$ cat src/design/mtwd_pkg.sv
// ----------------------------------------------------------------------------
// Multi-task watchdog monitor package
// Shared widths, action codes, status codes, config indices, sequencer states and the token type.
// ----------------------------------------------------------------------------
`default_nettype none
package mtwd_pkg;
  localparam int SLOTS_DEF    = 16;
  localparam int KEY_BITS_DEF = 8;
  localparam int KEY_W        = 8;
  localparam int TIME_W       = 32;
  localparam int CNT_W        = 32;
  localparam int STREAK_W     = 8;
  localparam int TOUT_W       = 12;
  localparam int USED_W       = 5;
  localparam int CFG_IDX_W    = 2;
  localparam int CFG_DATA_W   = 12;
  localparam logic [STREAK_W-1:0] STREAK_LIMIT = 8'd3;
  localparam logic [STREAK_W-1:0] STREAK_MAX   = 8'd255;
  localparam logic [9:0]          MS_PER_SEC   = 10'd1000;

  typedef enum logic [2:0] {
    ACT_REGISTER = 3'd0,
    ACT_FEED     = 3'd1,
    ACT_CHECK    = 3'd2,
    ACT_RECOVER  = 3'd3,
    ACT_QUERY    = 3'd4
  } action_t;

  typedef enum logic [1:0] {
    ST_OK       = 2'd0,
    ST_TIMEOUT  = 2'd1,
    ST_DISABLED = 2'd2
  } status_t;

  typedef enum logic [CFG_IDX_W-1:0] {
    CFG_ENABLED = 2'd0,
    CFG_PAUSED  = 2'd1,
    CFG_TIMEOUT = 2'd2
  } cfg_index_t;

  typedef enum logic [1:0] {
    S_IDLE,
    S_SCAN,
    S_DONE
  } state_t;

  // Token passed along the cell chain; one cell acts on it each cycle.
  typedef struct packed {
    logic                 active;
    logic [2:0]           action;
    logic [KEY_W-1:0]     key;
    logic [TIME_W-1:0]    now;
    logic [TIME_W-1:0]    limit;
    logic                 feed_ok;
    logic                 hit;
    logic                 stop;
    logic                 streak_nz;
    logic [CNT_W-1:0]     missed;
    logic                 alive;
  } token_t;
endpackage
`default_nettype wire

$ cat src/design/mtwd_cell.sv
// ----------------------------------------------------------------------------
// Watchdog slot cell
// Holds one task slot and acts on the token as it passes through.
// ----------------------------------------------------------------------------
`default_nettype none
module mtwd_cell (
  input  wire logic            clk,
  input  wire logic            rst,
  input  wire logic            occupied,
  input  wire logic            load,
  input  wire logic            write_new,
  input  wire mtwd_pkg::token_t tok_in,
  output mtwd_pkg::token_t      tok_out
);
  import mtwd_pkg::*;

  logic [KEY_W-1:0]    key;
  logic [TIME_W-1:0]   last_feed;
  logic [CNT_W-1:0]    feed_count;
  logic [CNT_W-1:0]    missed_total;
  logic                fed_mark;
  logic [STREAK_W-1:0] streak;
  logic [TIME_W-1:0]   age;
  logic [STREAK_W-1:0] streak_inc;
  logic                act;
  token_t              tok_next;

  assign act        = load && tok_in.active && !tok_in.stop && !tok_in.hit && occupied;
  assign age        = tok_in.now - last_feed;
  assign streak_inc = (streak < STREAK_MAX) ? streak + 1'b1 : streak;

  // Token update for this slot.
  always_comb begin
    tok_next = tok_in;
    if (act) begin
      case (tok_in.action)
        ACT_FEED: begin
          if (tok_in.feed_ok && key == tok_in.key) begin
            tok_next.hit       = 1'b1;
            tok_next.streak_nz = (streak != '0);
          end
        end
        ACT_QUERY, ACT_REGISTER: begin
          if (key == tok_in.key) begin
            tok_next.hit    = 1'b1;
            tok_next.missed = missed_total;
            tok_next.alive  = (age < tok_in.limit);
          end
        end
        ACT_CHECK: begin
          if (age > tok_in.limit && !fed_mark && streak_inc > STREAK_LIMIT)
            tok_next.stop = 1'b1;
        end
        default: begin
        end
      endcase
    end
  end

  // Slot storage; only written slots are ever read.
  always_ff @(posedge clk) begin
    if (write_new) begin
      key          <= tok_in.key;
      last_feed    <= tok_in.now;
      feed_count   <= '0;
      missed_total <= '0;
      fed_mark     <= 1'b0;
      streak       <= '0;
    end else if (act) begin
      case (tok_in.action)
        ACT_FEED: begin
          if (tok_in.feed_ok && key == tok_in.key) begin
            last_feed  <= tok_in.now;
            feed_count <= feed_count + 1'b1;
            fed_mark   <= 1'b1;
            streak     <= '0;
          end
        end
        ACT_CHECK: begin
          if (age > tok_in.limit && !fed_mark) begin
            streak       <= streak_inc;
            missed_total <= missed_total + 1'b1;
            if (!(streak_inc > STREAK_LIMIT)) fed_mark <= 1'b0;
          end else begin
            fed_mark <= 1'b0;
          end
        end
        ACT_RECOVER: begin
          streak    <= '0;
          last_feed <= tok_in.now;
        end
        default: begin
        end
      endcase
    end
  end

  // Pipeline register towards the next cell.
  always_ff @(posedge clk) begin
    if (rst) begin
      tok_out.active <= 1'b0;
    end else if (load) begin
      tok_out <= tok_next;
    end
  end
endmodule
`default_nettype wire

$ cat config.mk
export PLATFORM = sky130hd
export DESIGN_NAME = mtwd_cell
export DESIGN_NICKNAME = d
export VERILOG_FILES = /design/src/design/mtwd_pkg.sv /design/src/design/mtwd_cell.sv
export SDC_FILE = /design/constraint.sdc
export NUM_CORES = 1
export LEC_CHECK = 0
export BUFFER_PORTS_ARGS = -buffer_cell sky130_fd_sc_hd__buf_2
export CORE_MARGIN = 2
export CORE_UTILIZATION = 47
export CTS_CLUSTER_DIAMETER = 100
export CTS_CLUSTER_SIZE = 30
export DETAILED_ROUTE_END_ITERATION = 7
export GPL_TIMING_DRIVEN = 0
export PLACE_DENSITY = 0.8
export SYNTH_ARGS = -nofsm -noshare
export SYNTH_HDL_FRONTEND = slang
export SYNTH_SLANG_ARGS = --single-unit
$ cat constraint.sdc
create_clock -name clk -period 8.19 [get_ports clk]
set_input_delay 1.2285 -clock clk [delete_from_list [all_inputs] [get_ports clk]]
set_output_delay 1.2285 -clock clk [all_outputs]
set_load 0.05 [all_outputs]
==> results of run 1 <==
==> layout by cell type (no fill, tap or decap), types with 7 or more instances in the layout <==
cell                        count
sky130_fd_sc_hd__o311ai_0      11
sky130_fd_sc_hd__inv_1         81
sky130_fd_sc_hd__nand3_1       31
sky130_fd_sc_hd__or2_2         12
sky130_fd_sc_hd__mux2_2        41
sky130_fd_sc_hd__a21o_1        18
sky130_fd_sc_hd__nor2_1        55
sky130_fd_sc_hd__or4_1         12
sky130_fd_sc_hd__nor4_1         7
sky130_fd_sc_hd__ha_1          66
sky130_fd_sc_hd__nor3_1        12
sky130_fd_sc_hd__a21oi_1       44
sky130_fd_sc_hd__buf_2        232
sky130_fd_sc_hd__o21ai_0       21
sky130_fd_sc_hd__edfxtp_1     152
sky130_fd_sc_hd__clkbuf_1      23
sky130_fd_sc_hd__nand4_1       20
sky130_fd_sc_hd__nand2_1       47
sky130_fd_sc_hd__o41ai_1       10
sky130_fd_sc_hd__xnor2_1       35
sky130_fd_sc_hd__o211ai_1      17
sky130_fd_sc_hd__nor2b_1       20
sky130_fd_sc_hd__clkbuf_16     17
sky130_fd_sc_hd__dfxtp_1       42
==> power by group through the flow <==
stage | Clock (mW) | Sequential [mW] | Combinational (mW)
floorplan | 0 | 1.29 | 0.263
global placement | 0 | 1.16 | 0.526
detailed placement | 0 | 1.16 | 0.544
CTS | 0.798 | 1.13 | 0.549
global route | 0.835 | 1.14 | 0.603
finish | 0.782 | 1.13 | 0.545
==> cell families (layout without fill, tap and decap cells) <==
| family | Yosys count | in the layout | share of synthesized area (%) |
|---|---|---|---|
| adder cells (fa/ha/maj) | 67 | 67 | 8.557 |
| flip-flops | 194 | 194 | 54.68 |
| AND/OR/NAND/NOR | 245 | 245 | 12.87 |
| other | 0 | 1 | 0 |
| XOR/XNOR | 41 | 41 | 3.633 |
| multiplexers | 43 | 43 | 4.873 |
| buffers and inverters | 106 | 372 | 4.051 |
| AO/OA/AOI/OAI | 165 | 165 | 11.33 |
==> state kept, by name (all words and copies together) (netlist names) <==
name,count
tok_out,113
key,8
streak,8
missed_total,32
last_feed,32
fed_mark,1
==> worst max-delay path: cells and delay by family <==
family	cells	cell delay, ns
fa+ha+maj	3	0.86
xor+xnor	1	0.11
simple gates	5	1.78
compound gates	9	2.63
buf+inv	5	0.60
==> final cells by class <==
cell class / instances / area, um2
Fill cell: 1727 / 8790
Buffer: 23 / 88.84
Tap cell: 275 / 344.1
Inverter: 83 / 311.5
Sequential cell: 194 / 5405
Antenna cell: 1 / 2.502
Timing Repair Buffer: 234 / 1246
Clock inverter: 9 / 70.07
Clock buffer: 23 / 478.0
Multi-Input combinational cell: 561 / 4086
==> how the worst max path moves through the flow <==
stage,start,to,slack [ns],cells past startpoint
2_1_floorplan,rst,tok_out[0],1.39,1
3_3_place_gp,load,tok_out[57],-0.62,2
3_5_place_dp,tok_in[69],missed_total[29],0.91,23
4_1_cts,tok_in[69],missed_total[29],1.20,23
5_1_grt,tok_in[69],missed_total[17],0.75,24
6_report,tok_in[69],missed_total[29],1.27,23
==> synthesized netlist by cell type (4+ instances only) <==
master                       n  area (um2)
sky130_fd_sc_hd__a211oi_1    4       30.03
sky130_fd_sc_hd__nor2b_1    21       131.4
sky130_fd_sc_hd__xor2_1      6       52.55
sky130_fd_sc_hd__nand3_1    31       155.2
sky130_fd_sc_hd__xnor2_1    35       306.5
sky130_fd_sc_hd__o31ai_1     4       30.03
sky130_fd_sc_hd__o21a_1      6       45.04
sky130_fd_sc_hd__inv_1      81       304.0
sky130_fd_sc_hd__dfxtp_1    42       840.8
sky130_fd_sc_hd__nor3_1     12       60.06
sky130_fd_sc_hd__and3_1      6       37.54
sky130_fd_sc_hd__a21oi_1    44       220.2
sky130_fd_sc_hd__nand4_1    20       125.1
sky130_fd_sc_hd__and2_1      4       25.02
sky130_fd_sc_hd__or2_2      12       75.07
sky130_fd_sc_hd__a21o_1     18       135.1
sky130_fd_sc_hd__or4_1      12       90.09
sky130_fd_sc_hd__clkbuf_1   20       75.07
sky130_fd_sc_hd__o211ai_1   17       127.6
sky130_fd_sc_hd__o21ai_0    21       105.1
sky130_fd_sc_hd__edfxtp_1  152        4564
sky130_fd_sc_hd__mux2_2     41       461.7
sky130_fd_sc_hd__o311ai_0   11       96.34
sky130_fd_sc_hd__ha_1       66       825.8
sky130_fd_sc_hd__o41ai_1    10       87.58
sky130_fd_sc_hd__nor2_1     55       206.5
sky130_fd_sc_hd__nand2_1    47       176.4
sky130_fd_sc_hd__nor4_1      7       43.79
sky130_fd_sc_hd__or3_1       5       31.28
sky130_fd_sc_hd__a31oi_1     6       37.54
==> metrics by stage <==
step	worst slack [ns]	std cells	instance area, um2	setup TNS (ns)
after global routing	0.7534	1402	12030	0
after detailed placement	0.9054	1370	11480	0
after global placement	-0.6240	1366	11380	-68.62
after floorplan	1.386	861	9884	0
final	1.266	1403	12030	0
after CTS	1.205	1402	12030	0
==> layer usage <==
metal | vias up | part of all wire (%) | GRT usage [%]
met5 | - | 0 | 0
met2 | 277 | 47 | 33.50
li1 | 3706 | - | -
met4 | 0 | 2.6 | 7.810
met3 | 47 | 6.4 | 4.281
met1 | 3554 | 44 | 24.89
==> qor.txt, run 1 <==
Status: completed
Async SR Flop Fraction: 0%
Worst-case hold path end point: tok_out[112]
Post-cts hold buffer count: 0
Via-to-Cell Ratio: 5.406
Resized cells post-CTS: 0
Count of final hold-check violations: 0
Number of flip-flops and latches in the synthesized netlist: 194
Die outline width: 149.0 um
Setup slack on the worst flop-to-flop path: 1.91 ns
Transition time at the pin with the least slew margin: 0.9970 ns
Number of rows created at floorplan: 53
Root buffer cell: sky130_fd_sc_hd__clkbuf_16
Total power of the final layout: 2.461 mW
Global-route wire length before repair: 35010 um
Vias in the first global route: 7234
Antenna violations before repair: 2
DRC violations left: 0
Clock transition at path regs: 0.07 ns
Average wire per cell in the routed design: 15.65 um
Die Footprint: 0.02221 mm2
Minimum clock period after layout: 6.924 ns
Relative area change from synthesis to final layout: 21.73%
Distinct cell type count of the synthesized netlist: 60
Number of design-rule violations left by the first detailed-router iteration: 301
Worst Clk Skew: 0.01154 ns
Number of buffers inserted to repair setup after CTS: 0
Min-Delay Startpoint: tok_out[112]
Switching power: 0.7329 mW
Residual overflow from global routing: 0
Post-synthesis instance area: 0.009884 mm2
DIE HEIGHT: 149.0 um
Most frequent cell on the critical path: sky130_fd_sc_hd__buf_2
Net Sw Frac: 29.77%
Design internal power: 1.729 mW
Utilization of the core after routing: 57.79%
Worst hold slack after final layout: 0.4827 ns
Fraction of layout cells with a size suffix above 1: 28.48%
Unrepaired setup endpoints after global routing: no
CTS buffer count: 17
CTS tree: built
Worst slew margin relative to its limit: 33.02%
Number of sinks handled by clock tree synthesis: 194
Mean post-synth cell area: 11.48 um2
VDD IR max: 135.8 uV
Number of synthesized flops with an enable pin: 152
Reg power frac: 46.1%
Cell with the largest stage delay on the worst path: sky130_fd_sc_hd__nor4b_1
Synth Instances: 861
Net count, final: 1299
Final Slew Violations: 0
Power per standard cell area: 204.6 mW/mm2
Starting utilization of the core area: 47.47%
Type of destination of the critical path: register
Largest net degree at the start of global routing: 42
Syn Nets: 1046
Hold Path Class: register to register
Overall routed net length: 21960 um
Crit-path max FO: 10
Final setup vio count: 0
Count of input and output buffers: 230
Synthesis Warnings: 0
Detailed placement HPWL: 16700 um
Critical path launch point type: input port
Reg-to-Reg End: missed_total[29]
WHS Path Cells: 2
RD Place Congestion: 0.8525
Cells traversed along the worst timing path: buf_2 -> inv_1 -> ha_1 -> inv_1 -> fa_1 -> a211oi_1 -> o211ai_1 -> a31oi_1 -> o211ai_1 -> a31oi_1 -> nor2_1 -> o31ai_1 -> xnor2_1 -> ha_1 -> nand4_1 -> nor4b_1 -> o311ai_1 -> and4b_1 -> buf_2 -> or4_1 -> buf_2 -> o311ai_0 -> o41ai_1
Class of the most critical setup path: input port to register
Overall fraction of global-route tracks in use: 19.82%
Critical Path Max Stage Delay: 0.68 ns
Top-level I/O count: 231
Critical R2R Launch: last_feed[1]
First-pass DRT Iterations: 6
Main synth FF type: sky130_fd_sc_hd__edfxtp_1
Crit path required time: 8.48 ns
Detailed-route via count: 7584
Cell count of the worst reg-to-reg path: 20
Fraction of power consumed by the clock network: 31.8%
Number of antenna-violating nets in the routed design: 0
Clock insertion delay at the later pin of the skew report: 0.43 ns
Buffer depth of the longest clock path: 2
Proportion of synthesized chip area in sequential cells: 54.68%
Comb pwr share: 22.2%
CTS H-Tree Depth: 4
Fmax: 144.4 MHz
Period utilization: 84.55%
Max Cap Violations: 0
Leak Pwr: 5.018 nW
CP arrival: 7.22 ns
CORE AREA: 0.02082 mm2
Note: power is estimated with default switching activity, not from simulation.
==> run 2: changes to the inputs <==
--- a/config.mk
+++ b/config.mk
@@ -12,7 +12,7 @@
 export CTS_CLUSTER_SIZE = 30
 export DETAILED_ROUTE_END_ITERATION = 7
 export GPL_TIMING_DRIVEN = 0
-export PLACE_DENSITY = 0.8
+export PLACE_DENSITY = 0.83
 export SYNTH_ARGS = -nofsm -noshare
 export SYNTH_HDL_FRONTEND = slang
 export SYNTH_SLANG_ARGS = --single-unit
==> constraint.sdc (replaced) <==
create_clock -name clk -period 5.7 [get_ports clk]
set_input_delay 0.855 -clock clk [delete_from_list [all_inputs] [get_ports clk]]
set_output_delay 0.855 -clock clk [all_outputs]
set_load 0.05 [all_outputs]
==> run 2 against run 1 <==
Combinational power up 49%. Power up 47%. Final cell count rose by 0.57%.
==> qor.txt, run 2 (synthesized netlist as in run 1, its figures left out) <==
Switching power: 1.094 mW
Minimum clock period after layout: 5.542 ns
DIE HEIGHT: 149.0 um
Clock insertion delay at the later pin of the skew report: 0.43 ns
Final Slew Violations: 0
Number of sinks handled by clock tree synthesis: 194
Worst Clk Skew: 0.009412 ns
Setup slack on the worst flop-to-flop path: 0.41 ns
Detailed-route via count: 7682
Max Cap Violations: 0
Power per standard cell area: 295.5 mW/mm2
Post-route standard cell area excluding fillers: 0.01223 mm2
Top Registers: tok_out (113), last_feed (32), missed_total (32)
Leak Pwr: 5.091 nW
CORE AREA: 0.02082 mm2
RD Place Congestion: 0.8440
Buffer depth of the longest clock path: 2
CP arrival: 5.92 ns
Worst hold slack after final layout: 0.5201 ns
Top-level I/O count: 231
Via-to-Cell Ratio: 5.444
Hold Path Class: register to register
Critical path launch point type: input port
VDD IR max: 186.9 uV
Relative area change from synthesis to final layout: 23.76%
Worst slew margin relative to its limit: 33.66%
Transition time at the pin with the least slew margin: 0.9876 ns
Most common cell after layout, fill and taps aside: sky130_fd_sc_hd__buf_2
CTS buffer count: 17
Overall routed net length: 22850 um
Utilization of the core after routing: 58.75%
Status: completed
Largest net degree at the start of global routing: 41
Cell with the largest stage delay on the worst path: sky130_fd_sc_hd__or3_4
Die Footprint: 0.02221 mm2
Crit path required time: 6.07 ns
Class of the most critical setup path: input port to register
Count of input and output buffers: 230
Antenna violations before repair: 2
Comb pwr share: 22.5%
Most frequent cell on the critical path: sky130_fd_sc_hd__buf_4
Number of design-rule violations left by the first detailed-router iteration: 415
CTS H-Tree Depth: 4
Final worst-path setup slack: 0.1582 ns
Root buffer cell: sky130_fd_sc_hd__clkbuf_16
Die outline width: 149.0 um
Average wire per cell in the routed design: 16.19 um
Global-route wire length before repair: 35130 um
Post-cts hold buffer count: 0
DRC violations left: 0
Most frequent cells in the layout: sky130_fd_sc_hd__buf_2, sky130_fd_sc_hd__edfxtp_1, sky130_fd_sc_hd__inv_1
Period utilization: 97.22%
Pre-CTS setup slack: -1.303 ns
Net count, final: 1307
Detailed placement HPWL: 17210 um
Crit-path max FO: 7
Fraction of layout cells with a size suffix above 1: 31.10%
Most flops, register: tok_out
Dpl cell area: 0.01147 mm2
Number of rows created at floorplan: 53
Type of destination of the critical path: register
Vias in the first global route: 7219
Starting utilization of the core area: 47.47%
Fraction of power consumed by the clock network: 32.4%
Net Sw Frac: 30.27%
First-pass DRT Iterations: 5
CTS tree: built
Count of final hold-check violations: 0
Number of antenna-violating nets in the routed design: 0
Overall fraction of global-route tracks in use: 19.92%
Fmax: 180.4 MHz
Clock transition at path regs: 0.07 ns
Reg power frac: 45.1%
Max FFs per register: 113
Final setup vio count: 0
Critical Path Max Stage Delay: 0.43 ns
Residual overflow from global routing: 0
Design internal power: 2.521 mW
==> run 2: per-stage QoR <==
step	cells	total power, mW	setup TNS [ns]
final	1411	3.615	0
after floorplan	861	2.235	0
after detailed placement	1370	2.447	-40.41
after global routing	1410	3.777	-0.04106
after CTS	1405	3.632	0
after global placement	1366	2.419	-39.61
==> run 2: worst paths after layout <==
check                        start               end  cells past startpoint
setup / recovery        tok_in[69]  missed_total[22]                     25
hold / removal    missed_total[23]  missed_total[23]                      2
setup reg to reg      last_feed[0]  missed_total[22]                     23
hold reg to reg   missed_total[23]  missed_total[23]                      2
==> run 2: layer usage <==
metal | up-vias | GRT usage [%] | routed length (um)
met2 | 295 | 34.56 | 11230
met4 | 2 | 5.810 | 340
met5 | - | 0 | 13
li1 | 3715 | - | -
met3 | 38 | 4.648 | 1650
met1 | 3632 | 24.88 | 9618
==> run 2: repair_timing <==
action / 4_1_cts / 5_1_grt
endpoints found under the setup margin: 41 / 30
buffers inserted: 4 / 7
resized for setup: 13 / 24
cloned: 0 / 0
pin swaps: 4 / 16
==> run 2: layout make-up <==
class	count	area [um2]
clock inverters	12	120.1
diodes	1	2.502
repair buffers	245	1325
plain buffers	20	85.08
fillers	1651	8589
inverters	83	311.5
well taps	275	344.1
multi-input cells	561	4193
flip-flops and latches	194	5405
clock buffers	20	446.7
==> run 2: worst max-delay path, delay by kind of cell <==
kind / cells / cell delay (ns)
simple gates: 6 / 1.48
compound gates: 8 / 1.72
fa+ha+maj: 3 / 0.87
buf+inv: 7 / 0.82
xor+xnor: 1 / 0.17
==> run 2: power groups by stage <==
stage | logic, mW | clock network [mW] | registers, mW
2_1_floorplan | 0.378 | 0 | 1.86
3_3_place_gp | 0.756 | 0 | 1.66
3_5_place_dp | 0.785 | 0 | 1.66
4_1_cts | 0.804 | 1.20 | 1.63
5_1_grt | 0.887 | 1.25 | 1.64
6_report | 0.814 | 1.17 | 1.63
==> run 3: changes to the inputs <==
--- a/config.mk
+++ b/config.mk
@@ -5,6 +5,7 @@
 export SDC_FILE = /design/constraint.sdc
 export NUM_CORES = 1
 export LEC_CHECK = 0
+export ABC_CLOCK_PERIOD_IN_PS = 5700
 export BUFFER_PORTS_ARGS = -buffer_cell sky130_fd_sc_hd__buf_2
 export CORE_MARGIN = 2
 export CORE_UTILIZATION = 47
==> constraint.sdc (replaced) <==
create_clock -name clk -period 5.7 [get_ports clk]
set_input_delay 0.57 -clock clk [delete_from_list [all_inputs] [get_ports clk]]
set_output_delay 0.57 -clock clk [all_outputs]
set_load 0.05 [all_outputs]
==> run 3 against run 2 <==
Power is 0.37% lower. Final area down 0.83%. Largest cell class unchanged. Critical path type is now register to register. Clock power hardly changed.
==> qor.txt, run 3 (synthesized netlist as in run 1, its figures left out) <==
Final setup vio count: 0
Detailed-route via count: 7639
Type of destination of the critical path: register
Minimum clock period after layout: 5.434 ns
Global-route wire length before repair: 35040 um
Die Footprint: 0.02221 mm2
Worst slew margin relative to its limit: 32.87%
DRC violations left: 0
Detailed placement HPWL: 17210 um
Status: completed
Most common cell after layout, fill and taps aside: sky130_fd_sc_hd__buf_2
Overall fraction of global-route tracks in use: 19.86%
Clock transition at path regs: 0.07 ns
Setup slack on the worst flop-to-flop path: 0.27 ns
Top-level I/O count: 231
Filler cell count: 1674
Hold Path Class: input port to register
Vias in the first global route: 7206
Antenna violations before repair: 2
Post-cts hold buffer count: 0
Met2 wirelength from detailed routing: 11100 um
CORE AREA: 0.02082 mm2
WHS Path Cells: 1
Clock insertion delay at the later pin of the skew report: 0.43 ns
Class of the most critical setup path: register to register
Unrepaired setup endpoints after global routing: no
Leak Pwr: 5.057 nW
Most frequent cells in the layout: sky130_fd_sc_hd__buf_2, sky130_fd_sc_hd__edfxtp_1, sky130_fd_sc_hd__inv_1
Reg-to-Reg End: missed_total[30]
Worst hold slack after final layout: 0.3319 ns
Final Slew Violations: 0
Net count, final: 1300
CTS tree: built
Total power of the final layout: 3.602 mW
Cell count of the worst reg-to-reg path: 20
Number of sinks handled by clock tree synthesis: 194
Pre-CTS setup slack: -1.018 ns
RD Place Congestion: 0.8440
Die outline width: 149.0 um
Power per standard cell area: 296.9 mW/mm2
First-pass DRT Iterations: 5
Count of final hold-check violations: 0
CTS H-Tree Depth: 4
Overall routed net length: 22610 um
Most flops, register: tok_out
Starting utilization of the core area: 47.47%
Number of rows created at floorplan: 53
Crit path required time: 6.02 ns
Residual overflow from global routing: 0
DIE HEIGHT: 149.0 um
Detailed-routed wire length on met3: 1674 um
Worst Clk Skew: 0.008200 ns
Relative area change from synthesis to final layout: 22.73%
Top Registers: tok_out (113), last_feed (32), missed_total (32)
Count of input and output buffers: 230
Max FFs per register: 113
VDD IR max: 185.0 uV
Average wire per cell in the routed design: 16.11 um
Number of antenna-violating nets in the routed design: 0
Transition time at the pin with the least slew margin: 0.9993 ns
Largest net degree at the start of global routing: 41
Via-to-Cell Ratio: 5.441
Fmax: 184.0 MHz
Critical R2R Launch: last_feed[0]
WL met1: 9528 um
Period utilization: 95.33%
Worst-case hold path end point: tok_out[59]
Number of design-rule violations left by the first detailed-router iteration: 374
Buffer depth of the longest clock path: 2
Max Cap Violations: 0
Min-Delay Startpoint: tok_in[59]
Fraction of layout cells with a size suffix above 1: 29.96%
CP arrival: 5.75 ns
CTS buffer count: 17
Final worst-path setup slack: 0.2662 ns
Highest routed layer: met5
Root buffer cell: sky130_fd_sc_hd__clkbuf_16
Critical path launch point type: register
Crit-path max FO: 10
[run 3: cell count changes in the layout (fill, tap and decap cells not counted), sizes merged]
cell / before / now
clkbuf: 37 / 38
buf: 248 / 240
[run 3: how the worst max path moves through the flow]
stage,from,to,cells past startpoint
after floorplan,tok_in[70],missed_total[19],19
after global placement,tok_in[69],missed_total[21],23
after detailed placement,tok_in[69],missed_total[29],23
after CTS,last_feed[0],missed_total[29],21
after global routing,last_feed[0],missed_total[19],21
final,last_feed[0],missed_total[30],20
[run 3: timing repair]
item,CTS,global route
setup buffers,2,2
hold endpoints to repair,0,0
pin swaps,3,8
endpoints found under the setup margin,32,28
resized for setup,6,17
[run 3: metrics by stage]
step | util [%] | cell area (um2) | setup TNS [ns] | cells
final | 58.26 | 12130 | 0 | 1404
after detailed placement | 55.11 | 11470 | -28.44 | 1370
after CTS | 58.06 | 12090 | 0 | 1404
after global routing | 58.25 | 12130 | 0 | 1403
after floorplan | - | 9887 | 0 | 861
after global placement | 54.66 | 11380 | -27.64 | 1366
[run 3: per-layer routing]
layer	vias to the layer above	GRT usage, %
li1	3704	-
met4	2	5.524
met3	38	4.618
met5	-	0
met2	293	34.52
met1	3602	24.86
[run 3: cell type report]
class | instances | area, um2 | area share (%)
multi-input combinational | 561 | 4148 | 34.19
timing repair buffer | 238 | 1269 | 10.46
inverter | 83 | 311.5 | 2.568
clock buffer | 20 | 446.7 | 3.682
buffer | 20 | 85.08 | 0.7013
sequential | 194 | 5405 | 44.55
clock inverter | 12 | 120.1 | 0.9901
tap | 275 | 344.1 | 2.836
antenna | 1 | 2.502 | 0.02063
[run 3: critical path, cell delays in order, from the launching register on]
cell                       delay, ns
sky130_fd_sc_hd__edfxtp_1       0.34
sky130_fd_sc_hd__ha_2           0.17
sky130_fd_sc_hd__inv_1          0.05
sky130_fd_sc_hd__fa_2           0.37
sky130_fd_sc_hd__a211oi_2       0.27
sky130_fd_sc_hd__o211ai_1       0.16
sky130_fd_sc_hd__a31oi_2        0.30
sky130_fd_sc_hd__o211ai_1       0.28
sky130_fd_sc_hd__a31oi_2        0.25
sky130_fd_sc_hd__buf_4          0.16
sky130_fd_sc_hd__o21ai_0        0.08
sky130_fd_sc_hd__a21oi_1        0.17
sky130_fd_sc_hd__xnor2_1        0.10
sky130_fd_sc_hd__ha_1           0.30
sky130_fd_sc_hd__nand4_1        0.16
sky130_fd_sc_hd__nor4b_4        0.42
sky130_fd_sc_hd__o31a_1         0.24
sky130_fd_sc_hd__and4b_1        0.31
sky130_fd_sc_hd__or3_1          0.58
sky130_fd_sc_hd__nor3_1         0.25
sky130_fd_sc_hd__mux2_2         0.36
[run 3: report_power, final]
group	total (mW)	leakage, nW	switching (mW)	internal, mW
Combinational	0.801	3.00	0.523	0.277
Sequential	1.63	1.78	0.0190	1.61
Clock	1.17	0.273	0.547	0.625
Total	3.60	5.06	1.09	2.51
